`config.mk`:
```
export PLATFORM = sky130hd
export DESIGN_NAME = nrse_divider
export DESIGN_NICKNAME = d
export VERILOG_FILES = /design/src/rtl/core/nodata_region_shrink_expand_core_assert.svh /design/src/rtl/core/nrse_divider.sv
export SDC_FILE = /design/constraint.sdc
export NUM_CORES = 1
export LEC_CHECK = 0
export BUFFER_PORTS_ARGS = -buffer_cell sky130_fd_sc_hd__buf_2
export CAP_MARGIN = 15
export CELL_PAD_IN_SITES_DETAIL_PLACEMENT = 1
export CELL_PAD_IN_SITES_GLOBAL_PLACEMENT = 2
export CORE_MARGIN = 4
export CORE_UTILIZATION = 34
export DETAILED_ROUTE_END_ITERATION = 12
export PLACE_DENSITY = 0.84
export SETUP_SLACK_MARGIN = 0.2
export SKIP_LAST_GASP = 1
export SYNTH_ARGS = -nofsm -noshare
export SYNTH_HDL_FRONTEND = slang
export SYNTH_SLANG_ARGS = --single-unit
```
`constraint.sdc`:
```
create_clock -name clk -period 2.7 [get_ports clk]
set_input_delay 0.27 -clock clk [delete_from_list [all_inputs] [get_ports clk]]
set_output_delay 0.27 -clock clk [all_outputs]
set_load 0.01 [all_outputs]
```
`src/rtl/core/nodata_region_shrink_expand_core_assert.svh`:
```
// Assertion macros used by the core module.
`ifndef NODATA_REGION_SHRINK_EXPAND_CORE_ASSERT_SVH
`define NODATA_REGION_SHRINK_EXPAND_CORE_ASSERT_SVH

// Same-cycle implication, sampled on clk, off while arst_n is low.
`define NRSE_ASSERT_NOW(lbl, ante, cons) \
	lbl: assert property (@(posedge clk) disable iff (!arst_n) (ante) |-> (cons)) \
		else $error("assertion failed");

// Next-cycle implication, sampled on clk, off while arst_n is low.
`define NRSE_ASSERT_NEXT(lbl, ante, cons) \
	lbl: assert property (@(posedge clk) disable iff (!arst_n) (ante) |=> (cons)) \
		else $error("assertion failed");

`endif

```
`src/rtl/core/nrse_divider.sv`:
```
module nrse_divider #(
	parameter int NW = 31,
	parameter int DW = 7
) (
	input logic clk,
	input logic arst_n,
	input logic start,
	input logic [NW-1:0] num,
	input logic [DW-1:0] den,
	output logic done,
	output logic [NW-1:0] quo
);

	localparam int KW = $clog2(NW + 1);

	logic [DW-1:0] rem_q;
	logic [NW-1:0] quo_q;
	logic [DW-1:0] den_q;
	logic [KW-1:0] cnt_q;
	logic done_q;
	logic [DW:0] shifted;
	logic fits;

	// Bring down the next numerator bit and try the subtract
	always_comb begin
		shifted = {rem_q, quo_q[NW-1]};
		fits = shifted >= {1'b0, den_q};
	end

	// Restoring division, one quotient bit per cycle
	always_ff @(posedge clk or negedge arst_n) begin
		if (!arst_n) begin
			cnt_q <= '0;
			done_q <= 1'b0;
		end else begin
			done_q <= 1'b0;
			if (start) begin
				cnt_q <= KW'(NW);
			end else if (cnt_q != '0) begin
				cnt_q <= cnt_q - 1'b1;
				if (cnt_q == KW'(1)) begin
					done_q <= 1'b1;
				end
			end
		end
	end

	always_ff @(posedge clk) begin
		if (start) begin
			rem_q <= '0;
			quo_q <= num;
			den_q <= den;
		end else if (cnt_q != '0) begin
			if (fits) begin
				rem_q <= DW'(shifted - {1'b0, den_q});
			end else begin
				rem_q <= shifted[DW-1:0];
			end
			quo_q <= {quo_q[NW-2:0], fits};
		end
	end

	assign done = done_q;
	assign quo = quo_q;

endmodule

```
==> flow_metrics.tcl, run 1 <==
set metrics [dict create \
    synth.top_cells.by_count "edfxtp_1, mux2_2, nor2_1, inv_1" \
    clockRootBuffer "clkbuf_8" \
    final_area_mm2 0.00310 \
    synth.most_common_cell "edfxtp_1" \
    slowest_stage "or4_1" \
    r2r_end "rem_q[1]$_SDFFE_PP0P_" \
    synth_fp_nets 241 \
    antenna_found_initial 0 \
    antenna_cells 0 \
    required_ns 2.95 \
    ys_top_cells_by_area "edfxtp_1, mux2_2, dfrtp_1" \
    start_util 0.349 \
    min_path_type "primary input to register" \
    wl_met1_um 2390 \
    die_x_um 94.1 \
    die_h_um 94.1 \
    grt_pass1_vias 1909 \
    rsz0062_at_grt "false" \
    fin_nets 316 \
    vias 1716 \
    cts.sinks 51 \
    ant_nets 0 \
    hold_violations 0 \
    clkLatencyLatePin_ns 0.31 \
    max_freq_ghz 0.444 \
    die_area_mm2 0.00885 \
    viasPerCell 4.70 \
    drt_wl_total_um 5480 \
    critPathLaunch "quo[30]$_DFFE_PP_" \
    cts_tree "yes" \
    vdd_ir_drop_max_uv 317 \
    maxSlewHeadroom 0.523 \
    yosys_most_used_dff "edfxtp_1" \
    gp_congestion 0.713 \
    setup_tns_ns 0 \
    period_minus_slack_ns 2.25 \
    async_flop_share 0.118 \
    r2r_setup_slack_ns 0.45 \
    dr.pass1.iters 4 \
    yosys.area.top_type_share 0.453 \
    status "finished clean" \
    wl_per_cell_um 15.0 \
    whs_ns 0.137 \
    fill_cells 815 \
    start_kind "register" \
    clkTransAtPathRegs_ns 0.10 \
    cts-buffers-inserted 5 \
    overflow 0 \
    critPathArrivalTime_ns 2.50 \
    syn-cell-area_mm2 0.00252 \
    synth_top_area_cell "edfxtp_1" \
    rows 31 \
    drt-initial-drc-count 63 \
    p_leak_nw 1.33 \
    met2_wirelength_um 2450 \
    netlist_instances 190 \
    critPathCapture "rem_q[1]$_SDFFE_PP0P_" \
    slowest_delay_ns 0.49 \
    clk_path_buf_depth 2 \
    track_usage 0.133 \
    core_area_mm2 0.00721 \
    reg2reg_depth 8 \
    worst_slack_ns 0.449 \
    pin_count 73 \
    crit_chain "inv_1, ha_1, fa_1, nand2b_2, a211oi_2, nor3_4, or4_1, nand3_1" \
    wl_met3_um 556 \
    grt_max_degree 34 \
    area_growth_pct 23.2 \
    cp_max_fo 11 \
    setup.worst_path.end_class "register" \
    synth_edf_count 38 \
    htreeDepth 2 \
    grt_pass1_wl_um 9230 \
    drc 0 \
    setup_viol 0 \
    fin_util 0.430 \
    post_cts_buffers 0 \
    cap_violations 0 \
    rr_startpoint "quo[30]$_DFFE_PP_" \
    hpwlAfterDp_um 4060 \
    fin_crit_sh 0.834 \
    synth-seq-cells 51 \
    synthDistinctLibCells 41 \
    tightest_slew_ns 0.716 \
    ys_warn_count 0 \
    numPortBuffers 72 \
    yosysSeqAreaShare 0.568 \
    dpl_cell_area_mm2 0.00297 \
    worstSetupPathType "register to register" \
    final_layout_size_suffix_gt1_frac 0.455 \
    routed.top_layer "met4" \
    finalMaxSlewViolations 0 \
    synth.avg_cell_area_um2 13.3 \
    pre_cts_slack_ns 0.311 \
    fin_worst_skew_ns 0.00490 \
    power_density_mw_per_mm2 759 \
]
[worst max-delay path: cells and delay by family, from the launching register on]
| family | cells | cell delay, ns |
|---|---|---|
| AND/OR/NAND/NOR | 4 | 0.92 |
| adder cells (fa/ha/maj) | 2 | 0.63 |
| buffers and inverters | 1 | 0.05 |
| flip-flops | 1 | 0.35 |
| AO/OA/AOI/OAI | 1 | 0.26 |
[worst min path at each step]
stage                      start                    to  slack (ns)  cells past startpoint
after floorplan           arst_n  cnt_q[0]$_DFFE_PN0P_       -0.03                      0
after global placement    arst_n        done$_DFF_PN0_        0.11                      1
after detailed placement  arst_n        done$_DFF_PN0_        0.11                      1
after CTS                 den[0]    den_q[0]$_DFFE_PP_        0.12                      1
after global routing      den[4]    den_q[4]$_DFFE_PP_        0.12                      1
final                     den[1]    den_q[1]$_DFFE_PP_        0.14                      1
[cell families after synthesis]
group           synth area share
fa+ha+maj                 0.0527
flops                      0.568
simple gates              0.0899
mux                        0.162
xor+xnor                  0.0139
compound gates            0.0700
buf+inv                   0.0427
[routing by layer]
layer	global-route usage	vias up
li1	-	847
met3	0.0665	6
met2	0.202	57
met5	0	-
met4	0.0397	0
met1	0.166	806
[registers in the layout, indices dropped and copies added (netlist names)]
name and flops:
quo 31, den_q 7, rem_q 7, cnt_q 5, done 1
[per-stage QoR]
| stage | instances | total power [mW] |
|---|---|---|
| 2_1_floorplan | 190 | 1.61 |
| 3_3_place_gp | 356 | 1.78 |
| 3_5_place_dp | 356 | 1.80 |
| 4_1_cts | 365 | 2.39 |
| 5_1_grt | 365 | 2.53 |
| 6_report | 365 | 2.36 |
[repair_timing]
item	in CTS	in global routing
setup endpoints to repair	0	2
hold buffers	1	0
hold endpoints to repair	6	0
gates resized for setup	0	1
[cells in the final DEF (no fill, tap or decap), types with 3 or more instances in the layout]
cell type	instances
buf_2	72
dfrtp_1	6
nand2b_1	5
a21oi_1	9
o21ai_0	4
nor2_1	16
ha_1	9
clkbuf_8	6
mux2_2	31
mux2i_1	6
edfxtp_1	38
inv_1	13
nor2b_1	3
a211oi_1	6
buf_4	3
dfxtp_1	7
[final cells by class]
class / count / area [um2] / share of cell area
Inverter: 13 / 48.8 / 0.0157
Multi-Input combinational cell: 118 / 986 / 0.318
Clock buffer: 6 / 82.6 / 0.0266
Clock inverter: 2 / 38.8 / 0.0125
Timing Repair Buffer: 76 / 393 / 0.127
Sequential cell: 51 / 1430 / 0.461
Tap cell: 99 / 124 / 0.0399
[power breakdown]
group	switching [mW]	internal (mW)	total (mW)
clock network	0.267	0.305	0.573
registers	0.0775	0.969	1.05
logic	0.390	0.349	0.738
Note: power is estimated with default switching activity, not from simulation.
==> run 2, diff against run 1 <==
--- a/config.mk
+++ b/config.mk
@@ -10,9 +10,9 @@
 export CELL_PAD_IN_SITES_DETAIL_PLACEMENT = 1
 export CELL_PAD_IN_SITES_GLOBAL_PLACEMENT = 2
 export CORE_MARGIN = 4
-export CORE_UTILIZATION = 34
+export CORE_UTILIZATION = 30
 export DETAILED_ROUTE_END_ITERATION = 12
-export PLACE_DENSITY = 0.84
+export PLACE_DENSITY = 0.79
 export SETUP_SLACK_MARGIN = 0.2
 export SKIP_LAST_GASP = 1
 export SYNTH_ARGS = -nofsm -noshare
==> constraint.sdc (replaced) <==
create_clock -name clk -period 2 [get_ports clk]
set_input_delay 0.2 -clock clk [delete_from_list [all_inputs] [get_ports clk]]
set_output_delay 0.2 -clock clk [all_outputs]
set_load 0.01 [all_outputs]
==> flow_metrics.tcl, run 2 (synthesized netlist as in run 1, its figures left out) <==
set metrics [dict create \
    clk_path_buf_depth 2 \
    p_leak_nw 1.42 \
    area_growth_pct 30.7 \
    critPathLaunch "quo[30]$_DFFE_PP_" \
    htreeDepth 2 \
    start_kind "register" \
    hpwlAfterDp_um 4330 \
    viasPerCell 4.75 \
    final_cell_mix "buf_2, edfxtp_1, mux2_2" \
    antenna_found_initial 0 \
    wl_per_cell_um 15.1 \
    cts-buffers-inserted 5 \
    maxSlewHeadroom 0.728 \
    rsz0062_at_grt "true" \
    pin_count 73 \
    p_int_mw 2.38 \
    power_density_mw_per_mm2 1050 \
    fin_util 0.403 \
    start_util 0.308 \
    track_usage 0.125 \
    setup_tns_ns -0.120 \
    antenna_cells 0 \
    cp_max_fo 6 \
    drt_wl_total_um 5890 \
    drt-initial-drc-count 54 \
    rr_startpoint "quo[30]$_DFFE_PP_" \
    setup_viol 4 \
    grt_pass1_wl_um 9940 \
    dr.pass1.iters 3 \
    clkTransAtPathRegs_ns 0.09 \
    fin_nets 334 \
    setup.worst_path.end_class "register" \
    drc 0 \
    worst_slack_ns -0.0573 \
    grt_pass1_vias 2006 \
    finalMaxSlewViolations 0 \
    numPortBuffers 72 \
    min_path_type "primary input to register" \
    max_freq_ghz 0.486 \
    placedCellCount 372 \
    final_area_mm2 0.00329 \
    final_layout_size_suffix_gt1_frac 0.511 \
    p_clk_frac 0.205 \
    hold_violations 0 \
    clockRootBuffer "clkbuf_8" \
    worstSetupPathType "register to register" \
    vdd_ir_drop_max_uv 501 \
    violations "negative setup slack" \
    die_h_um 99.6 \
    critPathArrivalTime_ns 2.30 \
    cap_violations 0 \
    fin_worst_skew_ns 0.00522 \
    worstHoldPathCells 1 \
    rows 33 \
    comb_power_share 0.387 \
    cts_tree "yes" \
    core_area_mm2 0.00818 \
    gp_congestion 0.778 \
    die_x_um 99.6 \
    tightest_slew_ns 0.409 \
    r2r_setup_slack_ns -0.06 \
    sw_frac_of_total 0.314 \
    instances_no_fill 389 \
    grt_max_degree 54 \
    mostFrequentLayoutCell "buf_2" \
    die_area_mm2 0.00993 \
    ant_nets 0 \
    fin_crit_sh 1.03 \
    status "complete, but fails checks" \
    p_sw_mw 1.09 \
    clkLatencyLatePin_ns 0.30 \
    overflow 0 \
    vias 1847 \
    r2r_end "rem_q[1]$_SDFFE_PP0P_" \
    period_minus_slack_ns 2.06 \
    critPathCapture "rem_q[1]$_SDFFE_PP0P_" \
    dpl_cell_area_mm2 0.00309 \
    required_ns 2.24 \
    reg2reg_depth 8 \
    cts.sinks 51 \
    seqPwrFrac 0.408 \
    largest_register_ff_count 31 \
]
==> run 2: cell types whose count changed in the layout (fill, tap and decap cells not counted), sizes merged <==
cell	change
clkbuf	-1
clkinv	+2
buf	+18
inv	-1
==> run 2: worst max-delay path, stage by stage (launching register included) <==
cell,delay [ns]
edfxtp_1,0.36
inv_1,0.06
ha_2,0.18
fa_2,0.35
nand2b_4,0.16
a211oi_4,0.25
nor3_4,0.09
or4_1,0.48
nand3_1,0.08
==> run 2: power by group through the flow <==
stage	logic [mW]	registers [mW]	clock network [mW]
after floorplan	0.752	1.45	0
after global placement	1.17	1.43	0
after detailed placement	1.20	1.44	0
after CTS	1.26	1.42	0.732
after global routing	1.50	1.44	0.790
final	1.34	1.41	0.710
==> run 2: what timing repair did <==
action	CTS	global route
pin swaps	5	3
hold buffers	1	0
resized for setup	2	3
buffers inserted	3	5
setup endpoints to repair	8	8
hold endpoints to repair	6	0
==> run 2: final cells by class <==
cell class / instances / area, um2
Inverter: 13 / 48.8
Clock buffer: 5 / 68.8
Tap cell: 105 / 131
Sequential cell: 51 / 1430
Fill cell: 940 / 4880
Clock inverter: 3 / 38.8
Multi-Input combinational cell: 118 / 1020
Timing Repair Buffer: 94 / 548
==> run 2: worst min-delay path by stage <==
| stage | start | end | slack (ns) |
|---|---|---|---|
| finish | den[1] | den_q[1]$_DFFE_PP_ | 0.07 |
| global route | den[3] | den_q[3]$_DFFE_PP_ | 0.05 |
| CTS | den[2] | den_q[2]$_DFFE_PP_ | 0.06 |
| detailed placement | arst_n | done$_DFF_PN0_ | 0.04 |
| global placement | arst_n | done$_DFF_PN0_ | 0.04 |
| floorplan | arst_n | cnt_q[0]$_DFFE_PN0P_ | -0.1 |
==> run 2: routing by layer <==
metal | track usage | share of wire | vias to the layer above
met1 | 0.162 | 0.44 | 898
met3 | 0.0435 | 0.080 | 6
li1 | - | - | 884
met4 | 0.0347 | 0.011 | 0
met2 | 0.199 | 0.47 | 59
met5 | 0 | 0 | -
==> run 2: stage by stage <==
step,setup slack (ns),power [mW],hold WS [ns]
6_report,-0.0573,3.47,0.0724
2_1_floorplan,-0.122,2.20,-0.0956
3_3_place_gp,-0.0157,2.61,0.0380
4_1_cts,-0.0481,3.41,0.0638
5_1_grt,-0.180,3.73,0.0516
3_5_place_dp,-0.0853,2.64,0.0351
==> run 3, diff against run 2 <==
--- a/config.mk
+++ b/config.mk
@@ -5,12 +5,13 @@
 export SDC_FILE = /design/constraint.sdc
 export NUM_CORES = 1
 export LEC_CHECK = 0
+export ABC_AREA = 1
 export BUFFER_PORTS_ARGS = -buffer_cell sky130_fd_sc_hd__buf_2
 export CAP_MARGIN = 15
 export CELL_PAD_IN_SITES_DETAIL_PLACEMENT = 1
 export CELL_PAD_IN_SITES_GLOBAL_PLACEMENT = 2
 export CORE_MARGIN = 4
-export CORE_UTILIZATION = 30
+export CORE_UTILIZATION = 27
 export DETAILED_ROUTE_END_ITERATION = 12
 export PLACE_DENSITY = 0.79
 export SETUP_SLACK_MARGIN = 0.2
==> flow_metrics.tcl, run 3 <==
set metrics [dict create \
    max_freq_ghz 0.582 \
    synth-seq-cells 51 \
    grt_max_degree 31 \
    synth_fp_nets 337 \
    drt-initial-drc-count 51 \
    maxSlewHeadroom 0.772 \
    track_usage 0.123 \
    antenna_found_initial 0 \
    fin_crit_sh 0.858 \
    fill_cells 1111 \
    cap_violations 0 \
    grt_pass1_wl_um 11200 \
    viasPerCell 4.25 \
    tightest_slew_ns 0.342 \
    clk_path_buf_depth 2 \
    min_path_type "primary input to register" \
    r2r_end "quo[0]$_DFFE_PP_" \
    clockRootBuffer "clkbuf_8" \
    min_to "den_q[5]$_DFFE_PP_" \
    finalMaxSlewViolations 0 \
    layout.area.seq_mm2 0.00143 \
    final_layout_size_suffix_gt1_frac 0.316 \
    synth_edf_count 38 \
    die_area_mm2 0.0111 \
    cp_max_fo 8 \
    ant_nets 0 \
    mostFrequentLayoutCell "nand2_1" \
    critPathArrivalTime_ns 1.87 \
    grt_pass1_vias 2263 \
    core_area_mm2 0.00924 \
    fin_nets 420 \
    r2r_setup_slack_ns 0.28 \
    cts-buffers-inserted 5 \
    ys_warn_count 0 \
    period_minus_slack_ns 1.72 \
    largest_register_ff_count 31 \
    vdd_ir_drop_max_uv 288 \
    start_util 0.276 \
    drc 0 \
    yosys.area.top_type_share 0.447 \
    async_flop_share 0.118 \
    worstHoldPathCells 1 \
    syn-cell-area_mm2 0.00255 \
    fin_worst_skew_ns 0.0100 \
    synth.top_cells.by_count "nand2_1, edfxtp_1, inv_1, nand3_1, nor2_1" \
    multi_input_area_mm2 0.00107 \
    whs_ns 0.0675 \
    synth.avg_cell_area_um2 8.93 \
    rr_startpoint "quo[30]$_DFFE_PP_" \
    pin_count 73 \
    rows 35 \
    die_h_um 105 \
    p_leak_nw 1.64 \
    cts.sinks 51 \
    power_density_mw_per_mm2 919 \
    die_x_um 105 \
    ys_top_cells_by_area "edfxtp_1, nand2_1, dfrtp_1" \
    worstHoldStart "den[5]" \
    reg2reg_depth 10 \
    cts_tree "yes" \
    rsz0062_at_grt "true" \
    wl_per_cell_um 13.2 \
    synth.most_common_cell "nand2_1" \
    overflow 0 \
    htreeDepth 2 \
    hold_violations 0 \
    synth_top_area_cell "edfxtp_1" \
    status "finished clean" \
    required_ns 2.16 \
    antenna_cells 0 \
    start_kind "register" \
    dr.pass1.iters 4 \
    fin_util 0.361 \
    setup.worst_path.end_class "register" \
    area_growth_pct 30.5 \
    vias 2123 \
    clkLatencyLatePin_ns 0.30 \
    drt_wl_total_um 6610 \
    final_cell_mix "nand2_1, buf_2, edfxtp_1" \
    hpwlAfterDp_um 5120 \
    numPortBuffers 72 \
    clkTransAtPathRegs_ns 0.10 \
    gp_congestion 0.779 \
    setup_viol 0 \
    worstSetupPathType "register to register" \
    synthDistinctLibCells 28 \
    netlist_instances 286 \
    yosysSeqAreaShare 0.561 \
    yosys_most_used_dff "edfxtp_1" \
]
## run 3: cell families (layout without fill, tap and decap cells)
family,after synthesis,in the layout,share of synthesized area
flip-flops,51,51,0.561
AO/OA/AOI/OAI,10,10,0.0279
buffers and inverters,34,118,0.0539
XOR/XNOR,3,3,0.0103
adder cells (fa/ha/maj),10,10,0.0519
AND/OR/NAND/NOR,178,178,0.295
## run 3: what timing repair did
action | CTS | global route
endpoints found under the setup margin | 8 | 8
pin swaps | 3 | 3
setup buffers | 0 | 4
endpoints found under the hold margin | 6 | 0
hold buffers | 1 | 0
resized for setup | 13 | 3
## run 3: area by class of cell
cell class	instances	area share
Sequential cell	51	0.430
Multi-Input combinational cell	201	0.322
Timing Repair Buffer	83	0.141
Tap cell	129	0.0484
Inverter	27	0.0315
Clock buffer	5	0.0207
Clock inverter	3	0.00676
## run 3: layer usage
metal	part of all wire	track usage	wire length (um)	up-vias
met4	0.0044	0.0253	29	0
met2	0.47	0.203	3110	59
met3	0.082	0.0441	539	2
li1	-	-	-	1081
met1	0.44	0.155	2930	981
met5	0	0	0	-
## run 3: how the worst max path moves through the flow
stage,startpoint,end,slack [ns],depth (start not counted)
floorplan,cnt_q[1]$_DFFE_PN0P_,quo[0]$_DFFE_PP_,0.10,7
global placement,quo[30]$_DFFE_PP_,rem_q[6]$_SDFFE_PP0P_,0.13,12
detailed placement,quo[30]$_DFFE_PP_,rem_q[0]$_SDFFE_PP0P_,-0.005,12
CTS,quo[30]$_DFFE_PP_,rem_q[0]$_SDFFE_PP0P_,0.21,11
global route,quo[30]$_DFFE_PP_,rem_q[6]$_SDFFE_PP0P_,0.19,12
finish,quo[30]$_DFFE_PP_,quo[0]$_DFFE_PP_,0.28,10
## run 3: through the flow
stage / TNS, ns / area [um2] / setup slack, ns / cells / total power, mW
after global routing: 0 / 3330 / 0.187 / 499 / 3.30
final: 0 / 3330 / 0.283 / 499 / 3.06
after detailed placement: -0.00504 / 3120 / -0.00504 / 486 / 2.34
after CTS: 0 / 3280 / 0.211 / 495 / 3.04
after floorplan: 0 / 2580 / 0.100 / 286 / 2.03
after global placement: 0 / 3120 / 0.126 / 486 / 2.31
## run 3: worst max-delay path: stages (launching register included)
cell	delay, ns
edfxtp_1	0.39
inv_2	0.06
ha_4	0.16
fa_2	0.35
inv_2	0.08
nand2_2	0.05
nand2_2	0.07
nand2_2	0.07
nand2_2	0.08
nand2_4	0.09
a31oi_4	0.17
## run 3: power breakdown
part	leakage [nW]	internal [mW]	switching (mW)
clock network	0.0489	0.254	0.371
logic	1.07	0.448	0.612
registers	0.528	1.28	0.0933
